### src/design/cpseg_pkg.sv
package cpseg_pkg;

  localparam int unsigned COORD_BITS  = 16;
  localparam int unsigned DIFF_BITS   = COORD_BITS + 1;
  localparam int unsigned PROD_BITS   = 2 * COORD_BITS + 1;
  localparam int unsigned NUM_BITS    = 2 * COORD_BITS + 3;
  localparam int unsigned DEN_BITS    = 2 * COORD_BITS + 2;
  localparam int unsigned SCALED_BITS = 3 * COORD_BITS + 2;
  localparam int unsigned NUM_AXES    = 3;
  localparam int unsigned NUM_REGS    = 6;
  localparam int unsigned REG_IDX_BITS = $clog2(NUM_REGS);

  typedef logic signed [COORD_BITS-1:0] coord_t;
  typedef logic signed [DIFF_BITS-1:0]  diff_t;
  typedef logic        [COORD_BITS-1:0] mag_t;
  typedef logic        [REG_IDX_BITS-1:0] reg_idx_t;

  localparam reg_idx_t REG_START_X = reg_idx_t'(0);
  localparam reg_idx_t REG_START_Y = reg_idx_t'(1);
  localparam reg_idx_t REG_START_Z = reg_idx_t'(2);
  localparam reg_idx_t REG_END_X   = reg_idx_t'(3);
  localparam reg_idx_t REG_END_Y   = reg_idx_t'(4);
  localparam reg_idx_t REG_END_Z   = reg_idx_t'(5);

  typedef enum logic [1:0] {
    WHERE_INTERIOR = 2'd0,
    WHERE_START    = 2'd1,
    WHERE_END      = 2'd2,
    WHERE_DEGEN    = 2'd3
  } where_e;

  typedef struct packed {
    coord_t query_x;
    coord_t query_y;
    coord_t query_z;
  } in_t;

  typedef struct packed {
    coord_t near_x;
    coord_t near_y;
    coord_t near_z;
    where_e where_code;
  } out_t;

  typedef struct packed {
    logic signed [NUM_BITS-1:0] num;
    logic        [DEN_BITS-1:0] den;
  } dot_t;

  typedef struct packed {
    logic [NUM_AXES-1:0][SCALED_BITS-1:0] prod;
    logic [DEN_BITS-1:0]                  den;
    where_e                               code;
  } scaled_t;

  typedef struct packed {
    logic [NUM_AXES-1:0][COORD_BITS-1:0] off;
    where_e                              code;
  } quot_t;

endpackage

### src/design/cpseg_scale.sv
module cpseg_scale (
  input  logic               clk_i,
  input  logic               rst_ni,
  input  cpseg_pkg::mag_t     dmag_i [3],
  input  logic               valid_i,
  output logic               ready_o,
  input  cpseg_pkg::dot_t     data_i,
  output logic               valid_o,
  input  logic               ready_i,
  output cpseg_pkg::scaled_t  data_o
);
  import cpseg_pkg::*;

  logic v1_q, v2_q;
  logic rdy1, rdy2;
  where_e code_d, code_q;
  logic [DEN_BITS-1:0] numu;
  logic [DEN_BITS-1:0] den_q;
  logic [2*COORD_BITS-1:0] lo_d [NUM_AXES];
  logic [2*COORD_BITS-1:0] lo_q [NUM_AXES];
  logic [DEN_BITS-1:0]     hi_d [NUM_AXES];
  logic [DEN_BITS-1:0]     hi_q [NUM_AXES];
  scaled_t sc_d, sc_q;

  assign rdy2    = !v2_q || ready_i;
  assign rdy1    = !v1_q || rdy2;
  assign ready_o = rdy1;

  assign numu = data_i.num[DEN_BITS-1:0];

  always_comb begin
    priority if (data_i.den == '0) begin
      code_d = WHERE_DEGEN;
    end else if (data_i.num[NUM_BITS-1]) begin
      code_d = WHERE_START;
    end else if ($signed(data_i.num) > $signed({1'b0, data_i.den})) begin
      code_d = WHERE_END;
    end else begin
      code_d = WHERE_INTERIOR;
    end
    for (int i = 0; i < NUM_AXES; i++) begin
      lo_d[i] = (2*COORD_BITS)'(numu[COORD_BITS-1:0]) * (2*COORD_BITS)'(dmag_i[i]);
      hi_d[i] = DEN_BITS'(numu[DEN_BITS-1:COORD_BITS]) * DEN_BITS'(dmag_i[i]);
    end
    for (int i = 0; i < NUM_AXES; i++) begin
      sc_d.prod[i] = {hi_q[i], {COORD_BITS{1'b0}}} + SCALED_BITS'(lo_q[i]);
    end
    sc_d.den  = den_q;
    sc_d.code = code_q;
  end

  always_ff @(posedge clk_i or negedge rst_ni) begin
    if (!rst_ni) begin
      v1_q <= 1'b0;
      v2_q <= 1'b0;
    end else begin
      if (rdy1) v1_q <= valid_i;
      if (rdy2) v2_q <= v1_q;
    end
  end

  always_ff @(posedge clk_i) begin
    if (rdy1 && valid_i) begin
      lo_q   <= lo_d;
      hi_q   <= hi_d;
      den_q  <= data_i.den;
      code_q <= code_d;
    end
    if (rdy2 && v1_q) sc_q <= sc_d;
  end

  assign valid_o = v2_q;
  assign data_o  = sc_q;

endmodule

### config.mk
export PLATFORM = sky130hd
export DESIGN_NAME = cpseg_scale
export DESIGN_NICKNAME = d
export VERILOG_FILES = /design/src/design/cpseg_pkg.sv /design/src/design/cpseg_scale.sv
export SDC_FILE = /design/constraint.sdc
export NUM_CORES = 2
export LEC_CHECK = 0
export BUFFER_PORTS_ARGS = -buffer_cell sky130_fd_sc_hd__buf_2
export CORE_ASPECT_RATIO = 1.1
export CORE_MARGIN = 2
export CORE_UTILIZATION = 61
export CTS_CLUSTER_SIZE = 8
export DETAILED_ROUTE_END_ITERATION = 6
export PLACE_DENSITY_LB_ADDON = 0.05
export RECOVER_POWER = 25
export SLEW_MARGIN = 0
export SYNTH_ARGS = -nofsm -noshare
export SYNTH_HDL_FRONTEND = slang
export SYNTH_SLANG_ARGS = --single-unit
### constraint.sdc
create_clock -name clk_i -period 12.9 [get_ports clk_i]
set_clock_uncertainty 0.1 [all_clocks]
set_input_delay 0.645 -clock clk_i [delete_from_list [all_inputs] [get_ports clk_i]]
set_output_delay 0.645 -clock clk_i [all_outputs]
set_load 0.02 [all_outputs]
# == Word-level counts from Yosys, hierarchy flattened ==
# Index checks and enable logic that the tools add are counted.
# word_totals
ff_bits,422
in_bits,121
out_inout_bits,188
wordCells,36
# classes
addsub,3
mul,6
order_cmp,1
mux,2
reduce_logical,8
# op_table
op,n
$add 50x32->50,3
$mul 18x16->34,3
$mul 16x16->32,3
$gt 35x35->1,1
$logic_not 34->1,1
$mux 2,2
$logic_and 1x1->1,2
$logic_not 1->1,2
$logic_or 1x1->1,2
$reduce_or 2->1,1

# == Depth between registers and ports, before layout ==
# depth
word_depth,4
depth_mapped,25
depth_no_buf,23

# == Worst setup path before layout ==
# No wires, ideal clock.
# synth_path
path_kind,in2reg
start,input ready_i
end,"register code_q[0], enable pin"
setup_ps,623
arrival_ps,6262
setup_slack_ps,5915
cell_stages,2
path_buffers,0
cell_sequence,nand3b_1 and2_1
# synth_between
elab_chain_cells,3
# synth_lines
element,line_no,text
from (decl),cpseg_scale.sv:9,"input logic ready_i,"
$logic_or 1x1->1,cpseg_scale.sv:25,assign rdy2 = !v2_q || ready_i;
$logic_or 1x1->1,cpseg_scale.sv:26,assign rdy1 = !v1_q || rdy2;
$logic_and 1x1->1,cpseg_scale.sv:63,if (rdy1 && valid_i) begin
to (signal assigned),cpseg_scale.sv:67,code_q <= code_d;
to (decl),cpseg_scale.sv:16,"where_e code_d, code_q;"
# No other way between the ends.
# A chain may end at the register's enable or synchronous reset.

==> results.ini <==
[layout]
design_area_um2 = 74700
layout-area-overhead-vs-synth_pct = 5.90
nets = 9397
layout-drive-gt1-share = 0.0504

[floorplan]
row_count = 130
core_area_um2 = 115000
io-pin-count = 309
dieArea_um2 = 118000
die_w_um = 328
fp.dieH_um = 361
start_util = 0.616

[global_route]
grt_pass1_wl_um = 294000
grt_use_met1 = 0.418
grt_max_degree = 136
antenna_found_initial = 9
overflow = 0
grt_pass1_vias = 54000
grt_util_met3 = 0.0532
met2_usage = 0.536
grt_busiest_layer = met2
grt.total_usage = 0.317

[clock_network]
cts_tree = yes
cts_max_level = 2
clock_latency_ps = 700
cts.sinks = 422
cts_resized = 0
cts_setup_buffers = 0
cts.reportedPaths.clkPinSlew_ps = 50
cts_made_buffers = 61
clockRootBuffer = clkbuf_16
clockBufferDepth = 3

[worst_hold_path]
hold_class = input pin to flip-flop

[timing]
maxSlewHeadroom = -1.36
worst_slew_pin_slew_ps = 3530
setup_viol = 0
worst_slack_ps = 4710
fmax_mhz = 122
min_period_ps = 8190
min_period_over_period = 0.635
finalMaxSlewViolations = 223
tns_ps = 0
finalHoldViolCount = 0
grt_setup_unrepaired = false

[critical_path]
crit_type = input pin to flip-flop
crit_top_cell = fa_1
endpoint_kind = flip-flop
critPathLaunchType = input pin
path_max_fanout = 29
regToRegSetupSlack_ps = 8340
worst_path_max_delay_cell = clkbuf_1
crit_chain = clkbuf_1 > clkbuf_1 > nand2_1 > fa_1 > fa_1 > inv_1 > fa_1 > fa_1 > fa_1 > inv_1 > fa_1 > inv_1 > ha_1 > nand4_1 > nor2_1 > o311ai_0 > o211ai_1 > a211oi_1 > o31ai_1 > a21o_1 > a21oi_1 > xnor2_1
max_stage_delay_ps = 1350
cp.arrival_ps = 8520
required_ps = 13230

[synthesis]
synth.most_common_cell = inv_1
ys_ff_latch = 422
yosys-top-cells-area = fa_1, edfxtp_1, ha_1, inv_1, and2_1
synth_cell_type_count = 77
synth_edf_count = 420
synth_cells = 7248
synth_top_area_share = 0.355
syn_area_per_cell_um2 = 9.73
yosys.area.top_type = fa_1
synth_area_um2 = 70500
ys.warnings.count = 0
synthesis.nets = 9332
ys_seq_area_frac = 0.180
ys_async_sr_fraction = 0.00474
synthFlopType = edfxtp_1
synthTopCellsByCount = inv_1, fa_1, nand2_1, and2_1, ha_1

[detailed_routing]
drc = 0
first_pass_iters = 6
wire_per_inst_um = 20.2
num_vias = 50100
detail_route.iter0.violations = 2813
via_per_inst = 5.65
ant_nets = 0
wl_um = 179000

[placement]
gp_congestion = 0.878
dp_slack_ps = 5220
place.port_buffers = 308
dp_hpwl_um = 130000
placed_cell_area_um2 = 73000

[status]
violations = max-capacitance violations, max-slew violations
status = complete, but fails checks

[flow_run]
cap_violations = 6

[state kept, by name, summed over array words and instances, names as in the netlist]
| signal | flops |
|---|---|
| v1_q | 1 |
| den_q | 34 |
| hi_q | 102 |
| data_o | 186 |
| code_q | 2 |
| valid_o | 1 |
| lo_q | 96 |
[cells in the final DEF, fill, tap and decap left out, types with 9 or more instances in the layout]
cell type,Yosys,layout
and3_1,18,18
o211ai_1,17,17
and2_0,0,9
xor2_1,80,80
fa_1,1251,1251
a211oi_1,19,19
buf_2,1,230
o21bai_1,27,27
nor3_1,41,41
nor2b_1,21,21
clkbuf_1,351,100
edfxtp_1,420,420
nand4_1,38,38
o21a_1,33,33
a211o_1,10,10
a31oi_1,18,18
xnor2_1,185,185
buf_4,0,42
ha_1,712,712
nand2b_1,35,35
nor2_1,137,137
nor4_1,14,14
a21oi_1,207,207
o31ai_1,13,13
a21o_1,129,129
o21ai_0,87,87
clkbuf_16,0,61
nand3_1,58,58
and2_1,771,762
nand2_1,981,981
inv_1,1455,1455
[critical path, delay by kind of cell]
family                     cells  cell delay (ps)
and+or+nand+nor                3              440
buffers and inverters          5             2450
AOI/OAI and AO/OA              6             1420
xor gates and xnor gates       1              150
adders and majority gates      7             3380
[cell families after synthesis]
group | after synthesis | share of synthesized area
AO/OA/AOI/OAI | 634 | 0.0593
XOR/XNOR | 265 | 0.0329
adder cells (fa/ha/maj) | 1963 | 0.481
buffers and inverters | 1809 | 0.0963
flip-flops | 422 | 0.180
multiplexers | 2 | 0.000284
AND/OR/NAND/NOR | 2153 | 0.150
[final timing paths]
| path | startpoint | endpoint | cells after the start |
|---|---|---|---|
| max | data_i[50] | hi_q[29] | 22 |
| min | valid_i | v1_q | 2 |
| max reg2reg | v1_q | hi_q[27] | 3 |
| min reg2reg | lo_q[46] | data_o[100] | 0 |
| max in group asynchronous | rst_ni | valid_o | 2 |
| min in group asynchronous | rst_ni | v1_q | 2 |
[through the flow]
step	hold WS (ps)	instances	utilization
2_1_floorplan	249	7248	-
3_3_place_gp	300	8767	0.638
3_5_place_dp	305	8767	0.638
4_1_cts	30.0	8858	0.653
5_1_grt	73.7	8858	0.652
6_report	72.4	8860	0.652
[what timing repair did]
item,CTS,global route
hold buffers,1,0
endpoints found under the setup margin,0,0
hold endpoints to repair,2,0
[per-layer routing]
layer	vias to the layer above	routed length (um)
li1	22400	-
met1	25600	72600
met2	1671	87500
met3	323	13000
met4	12	5790
met5	-	57
[layout make-up]
| cell class | count | area [um^2] |
|---|---|---|
| Multi-Input combinational cell | 5017 | 51100 |
| Fill cell | 9536 | 39800 |
| Sequential cell | 422 | 12700 |
| Inverter | 1456 | 5470 |
| Tap cell | 1518 | 1900 |
| Timing Repair Buffer | 355 | 1800 |
| Clock buffer | 80 | 1600 |
| Clock inverter | 10 | 174 |
| Antenna cell | 2 | 5.00 |
Power is left out: the tool's default activity adds up to more than one toggle a clock period on the data nets, which glitch-free logic cannot reach.
