[src/design/cpseg_pkg.sv]
package cpseg_pkg;

  localparam int unsigned COORD_BITS  = 16;
  localparam int unsigned DIFF_BITS   = COORD_BITS + 1;
  localparam int unsigned PROD_BITS   = 2 * COORD_BITS + 1;
  localparam int unsigned NUM_BITS    = 2 * COORD_BITS + 3;
  localparam int unsigned DEN_BITS    = 2 * COORD_BITS + 2;
  localparam int unsigned SCALED_BITS = 3 * COORD_BITS + 2;
  localparam int unsigned NUM_AXES    = 3;
  localparam int unsigned NUM_REGS    = 6;
  localparam int unsigned REG_IDX_BITS = $clog2(NUM_REGS);

  typedef logic signed [COORD_BITS-1:0] coord_t;
  typedef logic signed [DIFF_BITS-1:0]  diff_t;
  typedef logic        [COORD_BITS-1:0] mag_t;
  typedef logic        [REG_IDX_BITS-1:0] reg_idx_t;

  localparam reg_idx_t REG_START_X = reg_idx_t'(0);
  localparam reg_idx_t REG_START_Y = reg_idx_t'(1);
  localparam reg_idx_t REG_START_Z = reg_idx_t'(2);
  localparam reg_idx_t REG_END_X   = reg_idx_t'(3);
  localparam reg_idx_t REG_END_Y   = reg_idx_t'(4);
  localparam reg_idx_t REG_END_Z   = reg_idx_t'(5);

  typedef enum logic [1:0] {
    WHERE_INTERIOR = 2'd0,
    WHERE_START    = 2'd1,
    WHERE_END      = 2'd2,
    WHERE_DEGEN    = 2'd3
  } where_e;

  typedef struct packed {
    coord_t query_x;
    coord_t query_y;
    coord_t query_z;
  } in_t;

  typedef struct packed {
    coord_t near_x;
    coord_t near_y;
    coord_t near_z;
    where_e where_code;
  } out_t;

  typedef struct packed {
    logic signed [NUM_BITS-1:0] num;
    logic        [DEN_BITS-1:0] den;
  } dot_t;

  typedef struct packed {
    logic [NUM_AXES-1:0][SCALED_BITS-1:0] prod;
    logic [DEN_BITS-1:0]                  den;
    where_e                               code;
  } scaled_t;

  typedef struct packed {
    logic [NUM_AXES-1:0][COORD_BITS-1:0] off;
    where_e                              code;
  } quot_t;

endpackage

[src/design/cpseg_dot.sv]
module cpseg_dot (
  input  logic             clk_i,
  input  logic             rst_ni,
  input  cpseg_pkg::coord_t start_i [3],
  input  cpseg_pkg::diff_t  diff_i  [3],
  input  cpseg_pkg::mag_t   dmag_i  [3],
  input  logic             valid_i,
  output logic             ready_o,
  input  cpseg_pkg::in_t    data_i,
  output logic             valid_o,
  input  logic             ready_i,
  output cpseg_pkg::dot_t   data_o
);
  import cpseg_pkg::*;

  logic v1_q, v2_q, v3_q;
  logic rdy1, rdy2, rdy3;
  coord_t qv [NUM_AXES];
  diff_t  vec_d [NUM_AXES];
  diff_t  vec_q [NUM_AXES];
  logic signed [PROD_BITS-1:0] pv_d [NUM_AXES];
  logic signed [PROD_BITS-1:0] pv_q [NUM_AXES];
  logic [2*COORD_BITS-1:0] sq_d [NUM_AXES];
  logic [2*COORD_BITS-1:0] sq_q [NUM_AXES];
  dot_t dot_d, dot_q;

  assign rdy3    = !v3_q || ready_i;
  assign rdy2    = !v2_q || rdy3;
  assign rdy1    = !v1_q || rdy2;
  assign ready_o = rdy1;

  assign qv[0] = data_i.query_x;
  assign qv[1] = data_i.query_y;
  assign qv[2] = data_i.query_z;

  always_comb begin
    for (int i = 0; i < NUM_AXES; i++) begin
      vec_d[i] = {qv[i][COORD_BITS-1], qv[i]} - {start_i[i][COORD_BITS-1], start_i[i]};
      pv_d[i]  = PROD_BITS'(vec_q[i]) * PROD_BITS'(diff_i[i]);
      sq_d[i]  = (2*COORD_BITS)'(dmag_i[i]) * (2*COORD_BITS)'(dmag_i[i]);
    end
    dot_d.num = NUM_BITS'(pv_q[0]) + NUM_BITS'(pv_q[1]) + NUM_BITS'(pv_q[2]);
    dot_d.den = DEN_BITS'(sq_q[0]) + DEN_BITS'(sq_q[1]) + DEN_BITS'(sq_q[2]);
  end

  always_ff @(posedge clk_i or negedge rst_ni) begin
    if (!rst_ni) begin
      v1_q <= 1'b0;
      v2_q <= 1'b0;
      v3_q <= 1'b0;
    end else begin
      if (rdy1) v1_q <= valid_i;
      if (rdy2) v2_q <= v1_q;
      if (rdy3) v3_q <= v2_q;
    end
  end

  always_ff @(posedge clk_i) begin
    if (rdy1 && valid_i) vec_q <= vec_d;
    if (rdy2 && v1_q) begin
      pv_q <= pv_d;
      sq_q <= sq_d;
    end
    if (rdy3 && v2_q) dot_q <= dot_d;
  end

  assign valid_o = v3_q;
  assign data_o  = dot_q;

endmodule

[config.mk]
export PLATFORM = sky130hd
export DESIGN_NAME = cpseg_dot
export DESIGN_NICKNAME = d
export VERILOG_FILES = /design/src/design/cpseg_pkg.sv /design/src/design/cpseg_dot.sv
export SDC_FILE = /design/constraint.sdc
export NUM_CORES = 2
export LEC_CHECK = 0
export BUFFER_PORTS_ARGS = -buffer_cell sky130_fd_sc_hd__buf_2
export CORE_ASPECT_RATIO = 0.7
export CORE_MARGIN = 3
export CORE_UTILIZATION = 40
export CTS_CLUSTER_DIAMETER = 30
export DETAILED_ROUTE_END_ITERATION = 6
export SYNTH_ARGS = -nofsm -noshare
export SYNTH_HDL_FRONTEND = slang
export SYNTH_SLANG_ARGS = --single-unit
[constraint.sdc]
create_clock -name clk_i -period 18.4 [get_ports clk_i]
set_input_delay 1.84 -clock clk_i [delete_from_list [all_inputs] [get_ports clk_i]]
set_output_delay 1.84 -clock clk_i [all_outputs]
set_load 0.02 [all_outputs]
# == After elaboration in Yosys (flattened, before gate mapping) ==
# Index checks and enable logic that the tools add are counted.
# totals
input_bits,199
ff_bits,318
wordCells,36
out_inout_bits,71
# op_classes
n_addsub,7
n_mul,6
n_reduce_logical,9
# op_table
op,n
17-bit by 17-bit multiplier with 33-bit output,3
16-bit by 16-bit multiplier with 32-bit output,3
16-bit by 16-bit subtractor with 17-bit output,3
34-bit by 33-bit adder with 35-bit output,1
33-bit by 32-bit adder with 34-bit output,1
33-bit by 33-bit adder with 34-bit output,1
32-bit by 32-bit adder with 33-bit output,1
1-bit logical AND,3
1-bit logical NOT,3
1-bit logical OR,3

# == Longest topological paths before layout ==
# logic_depth
ltp_word,5
ltp_mapped,26
mapped_depth_nobuf,24

# == Least setup slack after synthesis ==
# OpenSTA, ideal clock, no wires.
# synth_timing
path_type,input port to flip-flop
startpoint,input diff_i[42] in the netlist's numbering
endpoint,"register pv_q[97] in the netlist's numbering, data pin"
path_buffers,2
path_stages,23
required_ns,18.265
setup_time_ns,0.135
slack_ns,10.217
arrival_ns,8.048
path_cell_list,clkbuf_1 clkbuf_1 nand2_1 fa_1 inv_1 fa_1 inv_1 fa_1 inv_1 fa_1 fa_1 inv_1 fa_1 inv_1 ha_1 a21o_1 a21oi_1 and2b_2 a311o_2 a311o_2 a221o_1 or4b_1 nand3_1
# synth_lines
element,line,source
start: declaration,cpseg_dot.sv:5,"input cpseg_pkg::diff_t diff_i [3],"
end signal: assignment,cpseg_dot.sv:61,pv_q <= pv_d;
end: declaration,cpseg_dot.sv:22,logic signed [PROD_BITS-1:0] pv_q [NUM_AXES];

==> impl_results.md <==
* Status: completed
* Synthesized flop and latch total at 315
* Die area at 177000 um^2
* Initial antenna violation count at 9
* Via count at 46600
* Synth warn at 0
* Clock Latency Late Sink at 0.69 ns
* Post-synth cell types at 74
* Fmax at 123 MHz
* Fill cell count at 16200
* Overall routed net length at 163000 um
* Post-DP HPWL at 137000 um
* Multi-input logic area at 52500 um^2
* Global-route wire length before repair at 273000 um
* Bufs on Longest Clock Path at 3
* Largest net degree at the start of global routing at 71
* Pre-Repair DR Iteration Count at 6
* Post-CTS Hold Buffers at 0
* Beginning of the worst hold path: v1_q
* Worst Path Max Fanout at 17
* Critical path launch point type: input pin
* Vias in the first global route at 51300
* GRT Residual Overflow at 0
* Post-synth EDFFs at 312
* # port buffers at 269
* Root buffer cell: clkbuf_16
* FF-to-FF path depth at 22
* Largest cells by area after synthesis: fa_1, edfxtp_1, ha_1, inv_1, and2_1
* Clock-pin slew on the worst setup and hold paths at 0.04 ns
* Arrival @ worst endpoint at 8.50 ns
* Setup TNS at 0 ns
* Top_reg_cell synth: edfxtp_1
* WL/cell at 17.3 um
* Share of the synthesized area in the top cell type at 0.416
* Critical Path RT at 18.79 ns
* Post-route DRC at 0
* Share of layout cells above drive strength 1 at 0.0630
* Final hold vios at 0
* TritonCTS Buffers at 84
* RSZ-0062 raised after global routing: false
* FFs w/ async S/R, synth at 0.00952
* Initial Util at 0.405
* Commonest non-fill, non-tap cell in the layout: inv_1
* Fin crit period at 8.11 ns
* Max-cap violation count at 0
* GP Congestion at 0.857
* Fin. max-slew vios at 0
* # setup viols final at 0
* Critical R2R Launch: vec_q[33]
* Largest area contributor in the netlist: fa_1
* Worst hold path type: reg2reg
* CTS tree: built
* DR vias/cell at 4.92
* Hold depth at 1
* Seq/Total Area, Yosys at 0.137
* Worst setup EP type: flop
* Post-CTS Setup Bufs at 0
* DIE WIDTH at 502 um
* Worst hold endpoint: v2_q
* # nets final at 9440
* Worst-margin pin slew at 1.07 ns
* Period Utilization, post-route at 0.441
* Rows at 126
* Fin Clk Skew at 0.0701 ns
* Total track usage at 0.193
* PostCTS Resize Cnt at 0
* DRT iter0 DRCs at 2585
* Most frequent cells in the layout: inv_1, fa_1, nand2_1
* CP Class: in2reg
* FF+latch area at 9440 um^2
* Reg2reg end: pv_q[65]
* Sink Count at 315
* Core ar. at 170000 um^2
* Area growth syn-to-layout at 9.49%
* Cell area after synthesis at 68800 um^2
* Final ANT Viol Nets at 0
* Die Y-Extent at 353 um
* Post-Syn Instances at 6961
* I/O Pins at 270
* Reg2reg setup slack at 10.96 ns
* CTS H-tree lvls at 3
* Synthesized area per cell at 9.89 um^2
* Relative slew slack at 0.269
-- worst max-delay path, stage by stage --
cell and delay, ns:
buf_2 0.22, nand2_1 0.16, inv_1 0.11, fa_1 0.74, inv_1 0.11, fa_1 0.49, inv_1 0.34, fa_1 0.52
fa_1 0.50, fa_1 0.50, inv_1 0.05, fa_1 0.47, inv_1 0.04, ha_1 0.32, o21a_1 0.21, o21ai_0 0.35
o21ai_0 0.13, a21oi_1 0.23, o21ai_0 0.15, a2111oi_0 0.52, o21ai_0 0.20, a21oi_1 0.20, xnor2_1 0.08
-- how the worst max path moves through the flow --
stage / startpoint / to / slack [ns] / cells after the start
after floorplan: diff_i[42] / pv_q[97] / 10.22 / 23
after global placement: diff_i[19] / pv_q[65] / 9.80 / 23
after detailed placement: diff_i[19] / pv_q[65] / 9.72 / 23
after CTS: diff_i[19] / pv_q[65] / 10.42 / 23
after global routing: diff_i[19] / pv_q[65] / 9.75 / 23
final: diff_i[19] / pv_q[65] / 10.29 / 23
-- layer usage --
| layer | track usage | vias up | part of all wire |
|---|---|---|---|
| met5 | 0 | - | 0.000043 |
| li1 | - | 21700 | - |
| met2 | 0.326 | 988 | 0.49 |
| met1 | 0.258 | 23700 | 0.43 |
| met4 | 0.0592 | 2 | 0.031 |
| met3 | 0.0267 | 228 | 0.048 |
-- metrics by stage --
| stage | area (um^2) | std cells | hold WS [ns] | util | setup slack [ns] |
|---|---|---|---|---|---|
| 6_report | 75400 | 9465 | 0.510 | 0.444 | 10.29 |
| 4_1_cts | 75300 | 9459 | 0.503 | 0.444 | 10.42 |
| 3_5_place_dp | 72400 | 9304 | 0.495 | 0.426 | 9.72 |
| 3_3_place_gp | 72400 | 9304 | 0.482 | 0.426 | 9.80 |
| 2_1_floorplan | 68800 | 6963 | 0.449 | - | 10.22 |
| 5_1_grt | 75300 | 9461 | 0.520 | 0.444 | 9.75 |
-- cell families (layout without fill, tap and decap cells) --
kind of cell             after synthesis  after routing  share of synthesized area
buffers and inverters               1840           2096                      0.100
other                                  1              9                  0.0000545
multiplexers                           3              3                   0.000491
flip-flops                           315            315                      0.137
AND/OR/NAND/NOR                     1747           1747                      0.125
XOR/XNOR                             298            298                     0.0379
AO/OA/AOI/OAI                        666            666                     0.0628
adder cells (fa/ha/maj)             2091           2091                      0.536
-- registers in the layout (all words and copies together) (netlist names) --
signal	cells
v1_q	1
sq_q	93
valid_o	1
vec_q	51
pv_q	99
v2_q	1
data_o	69
-- cell usage after synthesis, types with 38 or more instances --
| cell | n |
|---|---|
| xor2_1 | 71 |
| nor2_1 | 215 |
| nor2b_1 | 41 |
| a21o_1 | 106 |
| nand3_1 | 43 |
| ha_1 | 660 |
| o21ai_0 | 115 |
| clkbuf_1 | 174 |
| edfxtp_1 | 312 |
| and2_1 | 559 |
| xnor2_1 | 227 |
| nand2b_1 | 45 |
| a21oi_1 | 200 |
| nor3_1 | 46 |
| o21a_1 | 38 |
| fa_1 | 1431 |
| inv_1 | 1665 |
| nand2_1 | 691 |
-- area by class of cell --
cell class	instances	area share
Antenna cell	6	0.000199
Tap cell	2240	0.0372
Clock buffer	95	0.0284
Timing Repair Buffer	276	0.0186
Inverter	1665	0.0829
Multi-Input combinational cell	4808	0.696
Clock inverter	60	0.0108
Sequential cell	315	0.125
Power is not shown: default switching activity piles up to over one toggle a cycle in this logic, so the estimate is an artifact.
